### src/hw/rtl/swfr_pkg.sv
// Types and constants shared by the sync word frame receiver.
`default_nettype none

package swfr_pkg;

   // Receive phases of the deframer.
   typedef enum logic [2:0] {
      PH_HUNT    = 3'd0,
      PH_LEN     = 3'd1,
      PH_CMD_LO  = 3'd2,
      PH_CMD_HI  = 3'd3,
      PH_PAYLOAD = 3'd4,
      PH_CHECK   = 3'd5
   } phase_type;

   // Result kinds carried on the result channel's tuser.
   typedef enum logic [1:0] {
      KIND_PAYLOAD    = 2'd0,
      KIND_ACCEPTED   = 2'd1,
      KIND_CHECK_ERR  = 2'd2,
      KIND_LENGTH_ERR = 2'd3
   } kind_type;

   localparam logic [31:0] SYNC_WORD        = 32'hFFFC_FCFF;
   localparam logic [7:0]  MIN_LENGTH       = 8'd2;
   localparam logic [7:0]  MAX_LENGTH_RESET = 8'hFF;

endpackage

`default_nettype wire

### src/hw/rtl/sync_word_frame_receiver.sv
// Sync word frame receiver: hunts for FF FC FC FF, deframes and checks each frame.
`default_nettype none

// Takes one received byte per item and hunts for the sync word FF FC FC FF in a
// sliding four-byte window. After the sync word come a length byte, a
// little-endian 16-bit command, length minus two payload bytes and a checksum
// byte that must equal the inverted 8-bit sum of length, command and payload.
// Each payload byte is passed on as it arrives; the checksum byte produces a
// frame accepted or checksum error result, and a length below two or above
// max_length produces a length error right after the length byte. Bytes outside
// a frame produce no result. Every item passes through an input register and
// combinational logic into the result register, so the block takes one item per
// clock as long as results are taken; a stalled result register holds the
// input register, and backpressure reaches the input side in the same cycle.
module sync_word_frame_receiver (
   input  wire logic        clock,
   input  wire logic        reset,
   // Configuration: max_length.
   input  wire logic        csr_we,
   input  wire logic [7:0]  csr_wdata,
   // Input items.
   input  wire logic        req_tvalid,
   output logic             req_tready,
   input  wire logic [7:0]  req_tdata,   // [7:0] rx_byte
   // Result items.
   output logic             rsp_tvalid,
   input  wire logic        rsp_tready,
   output logic [39:0]      rsp_tdata,   // [7:0] data, [23:8] command,
                                         // [31:24] payload_length, [39:32] computed_check
   output logic [1:0]       rsp_tuser    // [1:0] kind
);

   logic [7:0]          max_length_ff;
   logic                in_valid_ff;
   logic [7:0]          in_byte_ff;
   swfr_pkg::phase_type phase_ff, phase_in;
   logic [31:0]         window_ff, window_in;
   logic [7:0]          plen_ff, plen_in;
   logic [7:0]          left_ff, left_in;
   logic [7:0]          sum_ff, sum_in;
   logic [15:0]         cmd_ff, cmd_in;
   logic                out_valid_ff;
   logic [39:0]         out_data_ff;
   swfr_pkg::kind_type  out_kind_ff;

   logic                out_free;
   logic                step;
   logic                res_valid;
   swfr_pkg::kind_type  res_kind;
   logic [39:0]         res_data;
   logic [31:0]         shifted;
   logic [7:0]          check;
   logic                len_bad;

   assign out_free   = !out_valid_ff || rsp_tready;
   assign step       = in_valid_ff && out_free;
   assign req_tready = !in_valid_ff || out_free;

   assign shifted = {window_ff[23:0], in_byte_ff};
   assign check   = ~sum_ff;
   assign len_bad = (in_byte_ff < swfr_pkg::MIN_LENGTH) || (in_byte_ff > max_length_ff);

   // Next phase.
   always_comb begin
      case (phase_ff)
         swfr_pkg::PH_LEN: begin
            phase_in = len_bad ? swfr_pkg::PH_HUNT : swfr_pkg::PH_CMD_LO;
         end
         swfr_pkg::PH_CMD_LO: begin
            phase_in = swfr_pkg::PH_CMD_HI;
         end
         swfr_pkg::PH_CMD_HI: begin
            phase_in = (left_ff != 8'd0) ? swfr_pkg::PH_PAYLOAD : swfr_pkg::PH_CHECK;
         end
         swfr_pkg::PH_PAYLOAD: begin
            phase_in = (left_ff == 8'd1) ? swfr_pkg::PH_CHECK : swfr_pkg::PH_PAYLOAD;
         end
         swfr_pkg::PH_CHECK: begin
            phase_in = swfr_pkg::PH_HUNT;
         end
         default: begin
            phase_in = (shifted == swfr_pkg::SYNC_WORD) ? swfr_pkg::PH_LEN
                                                        : swfr_pkg::PH_HUNT;
         end
      endcase
   end

   // Frame state updates and the result of the current item.
   always_comb begin
      window_in = window_ff;
      plen_in   = plen_ff;
      left_in   = left_ff;
      sum_in    = sum_ff;
      cmd_in    = cmd_ff;
      res_valid = 1'b0;
      res_kind  = swfr_pkg::KIND_PAYLOAD;
      res_data  = '0;
      case (phase_ff)
         swfr_pkg::PH_LEN: begin
            if (len_bad) begin
               window_in = '0;
               res_valid = 1'b1;
               res_kind  = swfr_pkg::KIND_LENGTH_ERR;
            end else begin
               plen_in = in_byte_ff - swfr_pkg::MIN_LENGTH;
               left_in = in_byte_ff - swfr_pkg::MIN_LENGTH;
               sum_in  = in_byte_ff;
            end
         end
         swfr_pkg::PH_CMD_LO: begin
            cmd_in = {8'd0, in_byte_ff};
            sum_in = sum_ff + in_byte_ff;
         end
         swfr_pkg::PH_CMD_HI: begin
            cmd_in = {in_byte_ff, cmd_ff[7:0]};
            sum_in = sum_ff + in_byte_ff;
         end
         swfr_pkg::PH_PAYLOAD: begin
            sum_in    = sum_ff + in_byte_ff;
            left_in   = left_ff - 8'd1;
            res_valid = 1'b1;
            res_kind  = swfr_pkg::KIND_PAYLOAD;
            res_data  = {8'd0, plen_ff, cmd_ff, in_byte_ff};
         end
         swfr_pkg::PH_CHECK: begin
            window_in = '0;
            res_valid = 1'b1;
            res_kind  = (check == in_byte_ff) ? swfr_pkg::KIND_ACCEPTED
                                              : swfr_pkg::KIND_CHECK_ERR;
            res_data  = {check, plen_ff, cmd_ff, in_byte_ff};
         end
         default: begin
            // Hunting: a match empties the window and starts a new frame.
            if (shifted == swfr_pkg::SYNC_WORD) begin
               window_in = '0;
               sum_in    = '0;
            end else begin
               window_in = shifted;
            end
         end
      endcase
   end

   always_ff @(posedge clock) begin
      if (reset) begin
         max_length_ff <= swfr_pkg::MAX_LENGTH_RESET;
         in_valid_ff   <= 1'b0;
         phase_ff      <= swfr_pkg::PH_HUNT;
         window_ff     <= '0;
         plen_ff       <= '0;
         left_ff       <= '0;
         sum_ff        <= '0;
         cmd_ff        <= '0;
         out_valid_ff  <= 1'b0;
      end else begin
         if (csr_we) begin
            max_length_ff <= csr_wdata;
         end
         if (req_tready) begin
            in_valid_ff <= req_tvalid;
         end
         if (step) begin
            phase_ff  <= phase_in;
            window_ff <= window_in;
            plen_ff   <= plen_in;
            left_ff   <= left_in;
            sum_ff    <= sum_in;
            cmd_ff    <= cmd_in;
         end
         if (out_free) begin
            out_valid_ff <= step && res_valid;
         end
      end
   end

   always_ff @(posedge clock) begin
      if (req_tready && req_tvalid) begin
         in_byte_ff <= req_tdata;
      end
      if (step && res_valid) begin
         out_data_ff <= res_data;
         out_kind_ff <= res_kind;
      end
   end

   assign rsp_tvalid = out_valid_ff;
   assign rsp_tdata  = out_data_ff;
   assign rsp_tuser  = out_kind_ff;

`ifndef SYNTH
   // A length error always sends the deframer back to hunting.
   assert property (@(posedge clock) disable iff (reset)
      step && phase_ff == swfr_pkg::PH_LEN && len_bad |=> phase_ff == swfr_pkg::PH_HUNT)
      else $error("length error did not return to hunting");

   // Payload results come only from the payload phase.
   assert property (@(posedge clock) disable iff (reset)
      step && res_valid && res_kind == swfr_pkg::KIND_PAYLOAD
         |-> phase_ff == swfr_pkg::PH_PAYLOAD)
      else $error("payload result outside the payload phase");

   // A full input register facing a stalled result register takes no new item.
   assert property (@(posedge clock) disable iff (reset)
      in_valid_ff && out_valid_ff && !rsp_tready |-> !req_tready)
      else $error("input accepted while the pipeline is stalled");
`endif

endmodule

`default_nettype wire
### config.mk
export PLATFORM = sky130hd
export DESIGN_NAME = sync_word_frame_receiver
export DESIGN_NICKNAME = d
export VERILOG_FILES = /design/src/hw/rtl/swfr_pkg.sv /design/src/hw/rtl/sync_word_frame_receiver.sv
export SDC_FILE = /design/constraint.sdc
export NUM_CORES = 1
export LEC_CHECK = 0
export ABC_CLOCK_PERIOD_IN_PS = 8400
export BUFFER_PORTS_ARGS = -buffer_cell sky130_fd_sc_hd__buf_4
export CELL_PAD_IN_SITES_DETAIL_PLACEMENT = 0
export CELL_PAD_IN_SITES_GLOBAL_PLACEMENT = 2
export CORE_MARGIN = 2
export CORE_UTILIZATION = 28
export CTS_BUF_LIST = sky130_fd_sc_hd__clkbuf_8
export DETAILED_ROUTE_END_ITERATION = 12
export GPL_TIMING_DRIVEN = 0
export PLACE_DENSITY_LB_ADDON = 0.1
export SLEW_MARGIN = 20
export SYNTH_ARGS = -nofsm -noshare
export SYNTH_HDL_FRONTEND = slang
export SYNTH_SLANG_ARGS = --single-unit
### constraint.sdc
create_clock -name clock -period 8.4 [get_ports clock]
set_input_delay 0.42 -clock clock [delete_from_list [all_inputs] [get_ports clock]]
set_output_delay 0.42 -clock clock [all_outputs]
set_load 0.03 [all_outputs]
**Word level (Yosys, flattened, before mapping)**

Cells that the tools add are included.

- Output and inout bits: 44
- Bits of input ports: 21
- Register bits: 127

- Bitwise gates (word level): 5
- $add $sub $neg: 3
- Reductions and logical operators: 20
- Equality and inequality tests: 10
- $lt $le $gt $ge: 2
- Muxes and demuxes: 20

Operator list:

| cell | count |
|---|---|
| $pmux 40 s2 | 1 |
| $pmux 24 s3 | 1 |
| $mux 24 | 2 |
| $eq 32x32->1 const B | 1 |
| $pmux 16 s2 | 1 |
| $mux 8 | 3 |
| $pmux 8 s3 | 1 |
| $pmux 8 s2 | 1 |
| $pmux 3 s5 | 1 |
| $reduce_and 3->1 | 4 |
| $add 8x8->8 | 1 |
| $eq 8x1->1 const B | 1 |
| $eq 8x8->1 | 1 |
| $gt 8x8->1 | 1 |
| $lt 8x2->1 const B | 1 |
| $not 8->8 | 1 |
| $reduce_bool 8->1 | 1 |
| $sub 8x1->8 const B | 1 |
| $sub 8x2->8 const B | 1 |
| $eq 3x2->1 const B | 2 |
| $eq 3x3->1 const B | 2 |
| $mux 2 | 3 |
| $mux 1 | 4 |
| $ne 2x2->1 const B | 2 |
| 13 further kinds | 22 |

**Depth between registers and ports, before layout**

Gate-level depths: netlist of the first run.

- Depth in word-level cells: 5
- Depth in mapped cells: 10
- Gate-level depth less buffers: 8

**Worst setup path after synthesis of the first run**

Ideal clock, no wire load.

- Path kind: register -> register
- From: register in_byte_ff[1]
- To: register out_data_ff[0] (netlist: rsp_tdata[0]) (enable)
- Period minus slack after synthesis: 3.809 ns
- Cell stages (with the launch flop): 7
- Buffers on the path: 1
- Path slack: 4.591 ns
- Library setup time: 0.441 ns
- Data arrival time: 3.368 ns
- Cell sequence: edfxtp_1 > buf_2 > or4_4 > nor4_4 > o31a_1 > nor2_1 > nor2_1

- Longest elaborated chain between the ends: 5
- Elaborated cells on any way between the ends: 6
- Those cells by class: order compare (2); mux (2); reduce/logical (2)

RTL lines:

| element | line | RTL |
|---|---|---|
| start, declared | sync_word_frame_receiver.sv:35 | `logic [7:0] in_byte_ff;` |
| start signal, assigned | sync_word_frame_receiver.sv:178 | `in_byte_ff <= req_tdata;` |
| $lt 8x2->1 / $gt 8x8->1 (equally long branches) | sync_word_frame_receiver.sv:61 | `assign len_bad = (in_byte_ff < swfr_pkg::MIN_LENGTH) \|\| (in_byte_ff > max_length_ff);` |
| $logic_or 1x1->1 * | sync_word_frame_receiver.sv:61 |  |
| $mux 1 * | sync_word_frame_receiver.sv:100 | `if (len_bad) begin` |
| $pmux 1 s2 * | sync_word_frame_receiver.sv:98 | `case (phase_ff)` |
| $logic_and 1x1->1 * | sync_word_frame_receiver.sv:180 | `if (step && res_valid) begin` |
| end signal, assigned | sync_word_frame_receiver.sv:181 | `out_data_ff <= res_data;` |
| end, declared | sync_word_frame_receiver.sv:43 | `logic [39:0] out_data_ff;` |

Every way passes the cells marked *; elsewhere a longest branch is shown, timed or not.
A chain may end at the register's enable or synchronous reset.

**Worst setup path in the final report of the first run**

- From: register in_byte_ff[0]
- To: register out_data_ff[11] (netlist: rsp_tdata[11]) (enable)

The elaborated chain is that of the path after synthesis.

==> results of run 1 <==
-- state kept, by name (all words and copies together) (netlist names) --
signal and count:
left_ff 8, rsp_tuser 2, sum_ff 8, in_valid_ff 1, rsp_tvalid 1, window_ff 24, max_length_ff 8, phase_ff 3
in_byte_ff 8, plen_ff 8, rsp_tdata 40, cmd_ff 16
-- per-stage QoR --
stage	utilization	total power, mW	setup WS (ns)	cell area [um^2]	cells
after floorplan	-	0.7035	4.591	5772	599
after global placement	0.3249	0.7332	3.351	6575	931
after detailed placement	0.3267	0.7341	5.077	6610	932
after CTS	0.3452	1.251	5.045	6985	964
after global routing	0.3455	1.285	4.934	6990	964
final	0.3455	1.233	5.161	6990	964
-- layout make-up --
class                           instances  area [um^2]
Buffer                                 43        187.7
Clock buffer                           18        247.7
Clock inverter                         14        127.6
Fill cell                            2114        13240
Inverter                               18        67.56
Multi-Input combinational cell        411         2486
Sequential cell                       127         3043
Tap cell                              270        337.8
Timing Repair Buffer                   63        493.0
-- routing by layer --
| layer | track usage | routed length (um) |
|---|---|---|
| met1 | 0.2172 | 7915 |
| met2 | 0.2484 | 7375 |
| met3 | 0.03086 | 844 |
| met4 | 0.06394 | 458 |
| met5 | 0 | 0 |
-- worst max-delay path: cells and delay by family, from the launching register on --
| family | cells | cell delay [ns] |
|---|---|---|
| adder cells (fa/ha/maj) | 1 | 0.32 |
| AND/OR/NAND/NOR | 3 | 0.75 |
| buffers and inverters | 2 | 0.48 |
| flip-flops | 1 | 0.73 |
| AO/OA/AOI/OAI | 2 | 0.63 |
-- worst max-delay path by stage --
stage,start,to
finish,in_byte_ff[0],rsp_tdata[11]
CTS,in_byte_ff[0],sum_ff[7]
floorplan,in_byte_ff[1],rsp_tdata[0]
global placement,in_byte_ff[0],rsp_tdata[28]
detailed placement,in_byte_ff[0],sum_ff[7]
global route,in_byte_ff[0],rsp_tdata[11]
-- synthesized netlist by cell type (3+ instances only) --
cell type and instances:
dfxtp_1 77, nand2_1 62, nor2_1 55, edfxtp_1 50
and3_1 46, nand3_1 34, a21oi_1 33, clkbuf_1 31
o21ai_0 22, ha_1 20, inv_1 18, o21ai_1 16
a211oi_1 14, o211ai_1 11, mux2i_1 9, nand4_1 9
nor3_1 7, buf_2 6, nor4_1 6, a22oi_1 5
nor2b_1 5, o32ai_1 5, xnor2_1 5, a31oi_1 4
and2_1 4, xor2_1 4, buf_1 3, nand2b_1 3
nand3b_1 3
-- logic make-up after synthesis --
kind of cell / after synthesis / synth area share
compound gates: 128 / 0.1411
xor+xnor: 9 / 0.01366
fa+ha+maj: 21 / 0.04682
buf+inv: 61 / 0.04422
flops: 127 / 0.5272
mux: 9 / 0.01561
simple gates: 244 / 0.2114
-- power by group through the flow --
stage	Clock, mW	Sequential [mW]	Combinational [mW]
after floorplan	0	0.662	0.0413
after global placement	0	0.666	0.0668
after detailed placement	0	0.667	0.0676
after CTS	0.530	0.652	0.0679
after global routing	0.557	0.653	0.0750
final	0.514	0.652	0.0672
==> metrics.yaml, run 1 <==
outcome:
  status: "completed"
detailed_routing:
  drtIter0Drc: 290
  vias: 4691
  viasPerCell: 4.866
  routed_wl_mm: 16.59
  ant_nets: 0
  wl_per_cell_um: 17.21
  firstDrtPassIters: 5
  drc: 0
sta:
  slew_viol_final: 0
  hold_slack_ns: 0.1454
  relSlewSlack: 0.5136
  timing.final.hold_violations: 0
  worstMarginPinSlew_ns: 0.7295
  timing.final.crit_share: 0.3856
  fin_crit_ns: 3.239
  rsz0062_at_grt: "no"
  tns_ns: 0
  setup_viol: 0
  finClkSkew_ns: 0.01429
  max_clock_freq_ghz: 0.3087
die:
  die_x_um: 147.6
  die-area_um2: 21780
  initial_core_util: 0.2852
  die_y_um: 147.6
  ios: 65
  core_um2: 20230
  row_count: 52
min_path:
  hold_path_class: "input pin to flop"
  worstHoldStart: "req_tdata[2]"
  whs_path_depth: 1
  min_to: "in_byte_ff[2]"
yosys:
  synthFlopType: "dfxtp_1"
  synthDistinctLibCells: 56
  synthArstFlopShare: 0
  syn_nets: 641
  synth_top_area_frac: 0.2671
  syn_area_um2: 5772
  yosysWarningCount: 0
  synth_area_per_cell_um2: 9.636
  ys_ff_latch: 127
  synth_cells: 599
  synthTopCellsByArea: "dfxtp_1, edfxtp_1, and3_1"
  synth_area_leader_cell: "dfxtp_1"
  synth_edf_count: 50
  yosysSeqAreaShare: 0.5272
power_and_ir_drop:
  power.share.switching: 0.2442
  power_frac_comb: 0.054
  clkPwrFrac: 0.416
  ir_drop_uv: 82.56
  p_per_area_nw_per_um2: 176.4
  leakagePower_nw: 2.870
  p_seq_frac: 0.529
  p_int_uw: 932.0
  switchingPower_uw: 301.1
finish:
  area_delta_synth_final_pct: 21.11
  drive_gt1_frac: 0.1585
  mostFrequentLayoutCells: "dfxtp_1, buf_4, nand2_1"
  antenna_cells: 0
  layout_commonest_cell: "dfxtp_1"
  fin_nets: 723
critical_path:
  r2r_start: "in_byte_ff[0]"
  cp_cell_sequence: "inv_1 -> ha_1 -> and4_1 -> a211oi_1 -> o31a_1 -> nor2_1 -> nor2_4 -> buf_16"
  rrSetupSlack_ns: 5.16
  end_kind: "flop"
  cp_data_arrival_time_ns: 3.38
  startpoint_type: "flop"
  critical_path.max_fanout: 27
  worstSetupPathType: "flop to flop"
  cp.required_ns: 8.54
  ff2ff_path_depth: 8
  cp_slowest_stage_delay_ns: 0.73
  critPathSlowestCell: "edfxtp_1"
  r2r_end: "rsp_tdata[11]"
cts:
  cts_buffers: 17
  htree_levels: 4
  cts_resized: 0
  ctsHoldBuffers: 0
  clockBufferDepth: 2
  path_clk_slew_ns: 0.08
  ctsRootBufferMaster: "clkbuf_8"
  postCtsSetupBuffers: 0
  cts_tree: "built"
  clock_latency_ns: 0.44
  clock-sinks: 127
global_route:
  grt_pass1_wl_mm: 26.72
  overflow: 0
  grt_use_total: 0.1591
  grt_start_max_net_pins: 28
  antenna_found_initial: 0
  grt_pass1_vias: 4678
place:
  dpl.hpwl_mm: 11.84
  gp_congestion: 0.8250
  port-buffer-count: 62
flow_run:
  max_cap_violations: 0
Note: power is estimated with default switching activity, not from simulation.
==> inputs of run 2 (changes only) <==
- ABC_CLOCK_PERIOD_IN_PS: 8400 -> 3000
- clock period: 8.4 -> 3 ns (I/O delays scaled with it)
==> metrics.yaml, run 2 (synthesis results as in run 1) <==
finish:
  antenna_cells: 0
  layout_commonest_cell: "dfxtp_1"
  drive_gt1_frac: 0.1639
  area_delta_synth_final_pct: 24.43
  design_area_um2: 7182
  fin_nets: 743
  nFillCells: 2080
  mostFrequentLayoutCells: "dfxtp_1, buf_4, nand2_1"
  largest_reg_flops: 40
power_and_ir_drop:
  leakagePower_nw: 2.944
  ir_drop_uv: 223.1
  p_per_area_nw_per_um2: 480.7
detailed_routing:
  ant_nets: 0
  vias: 4802
  drtIter0Drc: 293
  routed_wl_mm: 17.40
  drc: 0
  wl_per_cell_um: 17.68
  firstDrtPassIters: 5
  viasPerCell: 4.880
die:
  initial_core_util: 0.2852
  die_x_um: 147.6
  die_y_um: 147.6
  ios: 65
  core_um2: 20230
  die-area_um2: 21780
  row_count: 52
sta:
  relSlewSlack: 0.4487
  timing.final.hold_violations: 0
  worst_slack_ns: 0.1233
  finClkSkew_ns: 0.01093
  timing.final.crit_share: 0.9589
  max_clock_freq_ghz: 0.3476
  worstMarginPinSlew_ns: 0.8250
  fin_crit_ns: 2.877
  setup_viol: 0
  slew_viol_final: 0
critical_path:
  cp_data_arrival_time_ns: 2.97
  critPathSlowestCell: "or4_4"
  ff2ff_path_depth: 6
  r2r_end: "rsp_tdata[12]"
  end_kind: "flop"
  critical_path.max_fanout: 11
  cp.required_ns: 3.09
  startpoint_type: "flop"
  path_common_cell: "nor2_4"
  rrSetupSlack_ns: 0.12
  worstSetupPathType: "flop to flop"
  path_delay_family: "simple AND/OR/NAND/NOR gates"
  r2r_start: "in_byte_ff[1]"
  cp_cell_sequence: "buf_2 -> or4_4 -> nor4_4 -> o31a_1 -> nor2_4 -> nor2_4"
  crit_start: "in_byte_ff[1]"
  crit_buf_inv: 1
  cp_slowest_stage_delay_ns: 0.57
cts:
  cts_buffers: 17
  clock_latency_ns: 0.44
  ctsRootBufferMaster: "clkbuf_8"
  clock-sinks: 127
  clockBufferDepth: 2
  cts_tree: "built"
  path_clk_slew_ns: 0.07
  htree_levels: 4
min_path:
  worstHoldStart: "rsp_tready"
  min_to: "in_valid_ff"
  hold_path_class: "input pin to flop"
  whs_path_depth: 4
global_route:
  grt_use_total: 0.1629
  overflow: 0
  grt_pass1_wl_mm: 26.92
  antenna_found_initial: 0
  grt_pass1_vias: 4617
  grt_start_max_net_pins: 17
place:
  gp_congestion: 0.8087
  dpl.hpwl_mm: 11.94
  port-buffer-count: 62
  place_area_um2: 6583
  dp_slack_ns: -0.5549
outcome:
  status: "completed"
flow_run:
  max_cap_violations: 0
[run 2: cell types whose count changed in the layout (fill, tap and decap cells not counted), moves of 2 or more]
cell / change
clkbuf_2: +2
nor2_4: +4
clkbuf_1: -2
dlygate4sd3_1: +17
[run 2: layout make-up]
| type | instances | area (um^2) | area share |
|---|---|---|---|
| well taps | 270 | 337.8 | 0.04704 |
| clock buffers | 17 | 234.0 | 0.03258 |
| multi-input cells | 414 | 2534 | 0.3528 |
| flip-flops and latches | 127 | 3043 | 0.4237 |
| repair buffers | 80 | 643.1 | 0.08955 |
| inverters | 18 | 67.56 | 0.009408 |
| clock inverters | 15 | 132.6 | 0.01847 |
| plain buffers | 43 | 190.2 | 0.02648 |
[run 2: how the worst max path moves through the flow]
stage                     cells after the start  slack, ns       endpoint
after floorplan                               6       0.35   rsp_tdata[0]
after global routing                          6      -0.02  rsp_tdata[21]
final                                         6       0.12  rsp_tdata[12]
after global placement                        7      -0.50  rsp_tdata[29]
after CTS                                     7       0.06  rsp_tdata[23]
after detailed placement                      7      -0.55  rsp_tdata[29]
[run 2: report_power, final]
group,switching [mW],internal [mW]
Combinational,0.133,0.0795
Clock,0.699,0.719
Sequential,0.0207,1.80
[run 2: worst reg2reg max path, cell delays in order, from the launching register on]
cell,delay [ns]
edfxtp_1,0.52
buf_2,0.30
or4_4,0.57
nor4_4,0.25
o31a_1,0.38
nor2_4,0.14
nor2_4,0.37
[run 2: timing repair]
action | in CTS | in global routing
pin swaps | 2 | 0
gates resized for setup | 6 | 4
endpoints found under the hold margin | 17 | 0
cloned | 3 | 0
endpoints found under the setup margin | 51 | 43
hold buffers | 17 | 0
buffers inserted | 1 | 0
[run 2: per-layer routing]
layer / vias up / track usage / routed length, um
met2: 102 / 0.2677 / 8289
met1: 2291 / 0.2197 / 8305
met3: 14 / 0.03364 / 592
met4: 0 / 0.04087 / 212
li1: 2395 / - / -
met5: - / 0 / 0
[run 2: metrics by stage]
| stage | hold WS [ns] | total power, mW | utilization | instances | TNS (ns) |
|---|---|---|---|---|---|
| 2_1_floorplan | 0.2489 | 1.970 | - | 599 | 0 |
| 3_3_place_gp | 0.3291 | 2.053 | 0.3253 | 931 | -23.56 |
| 3_5_place_dp | 0.3306 | 2.056 | 0.3253 | 931 | -25.91 |
| 4_1_cts | 0.04072 | 3.505 | 0.3543 | 984 | 0 |
| 5_1_grt | 0.08014 | 3.598 | 0.3549 | 984 | -0.1602 |
| 6_report | 0.07441 | 3.453 | 0.3549 | 984 | 0 |
